==> config.mk <==
export PLATFORM = sky130hd
export DESIGN_NAME = ic_rfc_frame_track
export DESIGN_NICKNAME = d
export VERILOG_FILES = /design/src/rtl/ic_rfc_pkg.sv /design/src/rtl/ic_rfc_frame_track.sv
export SDC_FILE = /design/constraint.sdc
export NUM_CORES = 1
export LEC_CHECK = 0
export BUFFER_PORTS_ARGS = -buffer_cell sky130_fd_sc_hd__clkbuf_2
export CORE_MARGIN = 1.5
export CORE_UTILIZATION = 57
export DETAILED_ROUTE_END_ITERATION = 8
export GPL_ROUTABILITY_DRIVEN = 0
export PLACE_DENSITY_LB_ADDON = 0.15
export SETUP_SLACK_MARGIN = 0.02
export SLEW_MARGIN = 40
export SYNTH_ARGS = -nofsm -noshare
export SYNTH_HDL_FRONTEND = slang
export SYNTH_SLANG_ARGS = --single-unit
==> constraint.sdc <==
create_clock -name clk -period 4.7 [get_ports clk]
set_input_delay 0.235 -clock clk [delete_from_list [all_inputs] [get_ports clk]]
set_output_delay 0.235 -clock clk [all_outputs]
set_load 0.03 [all_outputs]
==> src/rtl/ic_rfc_pkg.sv <==
// Types and constants for the reply frame checker.
package ic_rfc_pkg;

    localparam int unsigned POS_W  = 16;
    localparam int unsigned BYTE_W = 8;
    localparam int unsigned REG_W  = 16;
    localparam int unsigned IDX_W  = 2;

    // Configuration register indexes
    localparam logic [IDX_W-1:0] REG_FRAME_FORMAT     = 2'd0;
    localparam logic [IDX_W-1:0] REG_EXPECTED_LENGTH  = 2'd1;
    localparam logic [IDX_W-1:0] REG_EXPECTED_ADDRESS = 2'd2;

    // Frame format codes
    localparam logic FMT_OLD = 1'b0;
    localparam logic FMT_NEW = 1'b1;

    // Field positions relative to the format offset
    localparam logic [POS_W-1:0] LEN_LO_POS  = 16'd2;
    localparam logic [POS_W-1:0] LEN_HI_POS  = 16'd3;
    localparam logic [POS_W-1:0] ADDR_LO_POS = 16'd4;
    localparam logic [POS_W-1:0] ADDR_HI_POS = 16'd5;
    localparam logic [POS_W:0]   BODY_POS    = 17'd6;
    localparam logic [POS_W:0]   MIN_DATA_POS = 17'd7;

    // Old format leaves the first two bytes out of the parity
    localparam logic [POS_W-1:0] OLD_PARITY_START = 16'd2;
    // Parity is only checked from this final-byte position on
    localparam logic [POS_W-1:0] PARITY_CHECK_POS = 16'd2;
    localparam logic [POS_W-1:0] POS_MAX          = 16'hFFFF;

    // Reset values of the configuration registers
    localparam logic             FRAME_FORMAT_RST     = FMT_NEW;
    localparam logic [REG_W-1:0] EXPECTED_LENGTH_RST  = 16'd1;
    localparam logic [REG_W-1:0] EXPECTED_ADDRESS_RST = 16'd0;

    typedef struct packed {
        logic [BYTE_W-1:0] frame_byte;
        logic              last_byte;
    } in_t;

    typedef struct packed {
        logic              value_valid;
        logic [BYTE_W-1:0] value_byte;
        logic [POS_W-1:0]  value_index;
        logic              frame_end;
        logic              parity_checked;
        logic              parity_ok;
        logic              reply_match;
    } out_t;

    typedef struct packed {
        logic             frame_format;
        logic [REG_W-1:0] expected_length;
        logic [REG_W-1:0] expected_address;
    } cfg_t;

endpackage

==> src/rtl/ic_rfc_frame_track.sv <==
// Per-frame state (position, parity, captured fields) and result logic.
module ic_rfc_frame_track
    import ic_rfc_pkg::*;
(
    input  logic clk,
    input  logic rst_n,
    input  logic step,
    input  in_t  in_data,
    input  cfg_t cfg,
    output out_t result
);

    logic [POS_W-1:0]  pos_reg, pos_next;
    logic [BYTE_W-1:0] parity_reg, parity_next;
    logic [REG_W-1:0]  length_reg, length_next;
    logic [REG_W-1:0]  address_reg, address_next;

    logic [POS_W-1:0]  offset;
    logic [POS_W:0]    rel;
    logic              in_body;
    logic              covered;
    logic              match_fields;

    // Format-dependent offsets and body position
    always_comb
    begin
        offset  = (cfg.frame_format == FMT_NEW) ? '0 : POS_W'(1);
        rel     = {1'b0, pos_reg} - ({1'b0, offset} + BODY_POS);
        in_body = !rel[POS_W];
        covered = (cfg.frame_format == FMT_NEW) || (pos_reg >= OLD_PARITY_START);
        match_fields = ({1'b0, pos_reg} >= ({1'b0, offset} + MIN_DATA_POS))
                    && (cfg.expected_length != '0)
                    && (length_reg == cfg.expected_length)
                    && (address_reg == cfg.expected_address);
    end

    // Result for the current byte and next frame state
    always_comb
    begin
        result       = '0;
        pos_next     = pos_reg;
        parity_next  = parity_reg;
        length_next  = length_reg;
        address_next = address_reg;
        if (!in_data.last_byte)
        begin
            if (covered)
            begin
                parity_next = parity_reg ^ in_data.frame_byte;
            end
            if (pos_reg == offset + LEN_LO_POS)
            begin
                length_next[7:0] = in_data.frame_byte;
            end
            else if (pos_reg == offset + LEN_HI_POS)
            begin
                length_next[15:8] = in_data.frame_byte;
            end
            else if (pos_reg == offset + ADDR_LO_POS)
            begin
                address_next[7:0] = in_data.frame_byte;
            end
            else if (pos_reg == offset + ADDR_HI_POS)
            begin
                address_next[15:8] = in_data.frame_byte;
            end
            if ((pos_reg != POS_MAX) && in_body && (rel[POS_W-1:0] < cfg.expected_length))
            begin
                result.value_valid = 1'b1;
                result.value_byte  = in_data.frame_byte;
                result.value_index = rel[POS_W-1:0];
            end
            if (pos_reg != POS_MAX)
            begin
                pos_next = pos_reg + POS_W'(1);
            end
        end
        else
        begin
            result.frame_end      = 1'b1;
            result.parity_checked = (pos_reg >= PARITY_CHECK_POS);
            result.parity_ok      = (pos_reg >= PARITY_CHECK_POS)
                                 && (parity_reg == in_data.frame_byte);
            result.reply_match    = match_fields;
            pos_next     = '0;
            parity_next  = '0;
            length_next  = '0;
            address_next = '0;
        end
    end

    // Frame state registers, advanced once per accepted byte
    always_ff @(posedge clk or negedge rst_n)
    begin
        if (!rst_n)
        begin
            pos_reg     <= '0;
            parity_reg  <= '0;
            length_reg  <= '0;
            address_reg <= '0;
        end
        else if (step)
        begin
            pos_reg     <= pos_next;
            parity_reg  <= parity_next;
            length_reg  <= length_next;
            address_reg <= address_next;
        end
    end

endmodule

==> summary.md <==
| Metric | Value |
|---|---|
| Outcome | `completed` |
| Minimum clock period | `roughly 4400 ps` |
| Hold WC Path Type | `in2async` |
| Max_slew headroom | `between 50 and 60%` |
| IO Port Bufs | `73` |
| Synth Flop Type | `dfrtp_1` |
| Fin nets | `597` |
| Setup tns final | `0 ps` |
| Max clock buf depth | `2` |
| Drt via density | `between 5 and 6` |
| CP endpoint kind | `primary output` |
| Die X | `88.9 um` |
| DIE AREA | `0.00791 mm^2` |
| Mapped cell area | `0.00421 mm^2` |
| Pre-Repair DR Iteration Count | `5` |
| Final slew viol count | `0` |
| Cell internal pwr | `just under 800 uW` |
| Tcrit/Tclk final | `between 90% and 100%` |
| Yosys Warn Count | `0` |
| Synth Area in Compound Gates | `15.5%` |
| Post-route ant nets | `0` |
| Xor/xnor share of the synthesized area | `approximately 13%` |
| Crit-path slowest cell | `or4bb_1` |
| Final Hold Violating Endpoints | `0` |
| DRT iter0 DRCs | `between 200 and 300` |
| H-tree depth reported by CTS | `2` |
| Routed wire length | `roughly 10000 um` |
| Pre-CTS setup slack | `645 ps` |
| Met3 WL | `around 540 um` |
| Die Y | `around 89 um` |
| Crit path DAT | `4120 ps` |
| Initial Util | `around three fifths` |
| Fin util | `approximately two thirds` |
| Lkg Pwr | `about 2.3 nW` |
| Top sig layer | `met4` |
| Syn_nets | `540` |
| Crit-path max cell delay | `~540 ps` |
| Commonest non-fill, non-tap cell in the layout | `clkbuf_2` |
| Most frequent cells in the layout | `73 x clkbuf_2, 56 x dfrtp_1, 41 x nor2_1` |
| Antenna violations before repair | `0` |
| Simple-gate area share of the yosys netlist | `23.1%` |
| Seq pwr share | `47.5%` |
| Max-Cap Viols | `0` |
| Largest family of logic cells by synthesized area | `simple AND/OR/NAND/NOR gates` |
| Vias in the first global route | `3352` |
| Worst Path Required | `between 4000 and 5000 ps` |
| Sequential-to-total area share from yosys stat | `33.3%` |
| Async set or reset register ratio after synthesis | `between 90% and 100%` |
| Max Freq | `between 0.2 and 0.25 GHz` |
| First-pass GRT wire length | `roughly 17000 um` |
| Clock latency on the worst-skew pair | `320 ps` |
| Share of cells above drive strength 1 | `20.4%` |
| CTS Root Cell | `clkbuf_8` |
| Area Overhead vs Synth | `11.3%` |
| Io pins | `74` |
| CP Class | `reg2out` |
| Clk network pwr share | `between 20% and 30%` |
| Clock Skew | `roughly 8.6 ps` |
| Slew @ Worst Pin | `725 ps` |
| PwrDens | `241 mW/mm^2` |
| Clk slew on worst S/H paths | `about 110 ps` |
| Core Region | `approximately 0.007 mm^2` |
| Largest net degree at the start of global routing | `57` |
| Final setup viols | `0` |
| Buf/Inv on CP | `3` |
| Global route total overflow | `0` |
| Max VDD drop | `between 0.0001 and 0.00015 V` |
| Cell family with most CP delay | `simple AND/OR/NAND/NOR gates` |
| Net switching power | `approximately 360 uW` |
| Site row count | `31` |
| Crit path max fanout | `15` |
| Average instance area after synthesis | `roughly 9 um^2` |
| Clock Sinks | `between 50 and 60` |
| Switching power share of the total | `31.5%` |
| Pwr Total | `between 1 and 1.5 mW` |
| Worst setup margin | `around 350 ps` |
| Antenna cells | `0` |
| Yosys reg bits | `56` |
| Num CTS Buffers | `5` |
| Post-Synthesis Cells | `about 470` |
| RSZ-0062 raised after global routing | `false` |
| Tot GR Track Use | `27.9%` |
| TritonCTS clock tree | `done` |
| Post-CTS Setup Inserts | `0` |
| Metal2 WL | `between 4000 and 5000 um` |
| CP Cell Sequence | `inv_1, ha_1, a21o_1, nand3b_4, or4bb_1, xnor2_2, ha_1, and4_1, nand4_1, o41a_1, nand3_4, inv_2, and2_1, clkbuf_2` |
| DR WL/cell | `between 15 and 20 um` |
| Worst setup SP type | `flop` |
| Synth cell types | `63` |
| Crit path top cell by count | `ha_1` |
| Post-Synth Adder-Cell Area | `8.62%` |
| Mux cell area share after synthesis | `less than 1%` |
| Final HPWL DP | `around 7800 um` |
| Comb pwr share | `between 20 and 25%` |
| Fillers | `629` |
| EDFF count, synth | `0` |
| Metal-1 WL | `slightly below 5000 um` |
| Routed via count | `3617` |
| DR DRC count | `0` |
-- routing by layer --
layer / GRT usage (%) / vias up
met1: 40.2 / 1726
met2: 44.5 / 115
met3: 3.97 / 14
met4: 6.99 / 0
met5: 0 / -
li1: - / 1762
-- timing repair --
item | 4_1_cts | 5_1_grt
hold buffers | 0 | 0
resized for setup | 0 | 1
endpoints found under the setup margin | 0 | 14
-- power groups by stage --
stage                     Clock, mW  Sequential, mW  Combinational (mW)
after floorplan                   0           0.538               0.172
after global placement            0           0.543               0.247
after detailed placement          0           0.544               0.255
after CTS                     0.336           0.535               0.257
after global routing          0.354           0.539               0.291
final                         0.335           0.536               0.257
-- Yosys cell counts (all sizes together) (3+ instances only) --
cell type  count  area share [%]
nand3         35             4.9
buf           16             2.6
dfrtp         56              33
nor4          11             2.0
a31oi          3            0.45
a21o           4            0.71
and3           5            0.74
nand2         25             2.2
and4           4            0.83
nor3           4            0.59
a21oi          6            0.71
nand4         16             3.1
nor2          41             3.7
inv           35             3.1
a41o           3            0.71
xor2          30             6.2
ha            29             8.6
o31ai         10             1.8
a31o           7             1.5
xnor2         30             6.4
and2          16             2.4
o21ai         43             5.1
clkbuf         8            0.77
-- per-stage QoR --
step,cell area (um^2),hold WS [ps],std cells
finish,4680,31.1,623
detailed placement,4570,425,615
CTS,4680,76.6,623
floorplan,4210,-60.6,466
global placement,4560,421,615
global route,4680,119,623
-- path summary, 6_finish.rpt --
path                               start              end  slack [ps]  cells after the start
max                           pos_reg[3]       result[16]         350                     14
min                                rst_n  address_reg[10]          30                      2
max reg2reg                   pos_reg[6]  address_reg[14]        2450                      5
min reg2reg                parity_reg[6]    parity_reg[6]         510                      1
max in group asynchronous          rst_n       pos_reg[8]        4190                      2
min in group clk              in_data[6]    parity_reg[5]         200                      3
-- logic make-up after synthesis --
kind of cell / after synthesis
XOR/XNOR: 60
flip-flops: 56
multiplexers: 1
adder cells (fa/ha/maj): 29
AND/OR/NAND/NOR: 168
AO/OA/AOI/OAI: 92
buffers and inverters: 60
-- cell type report --
class	instances	area [um^2]	share of cell area, %
clock buffers	6	72.6	1.55
clock inverters	2	38.8	0.828
inverters	36	135	2.88
multi-input cells	350	2540	54.2
flip-flops and latches	56	1400	29.9
well taps	99	124	2.64
repair buffers	74	373	7.96
-- worst register-to-register path, stage by stage, from the launching register on --
cell	delay (ps)
dfrtp_1	510
nor3_2	390
and4_1	600
nand4_4	350
nand3_1	200
o21ai_1	90
Note: power is estimated with default switching activity, not from simulation.
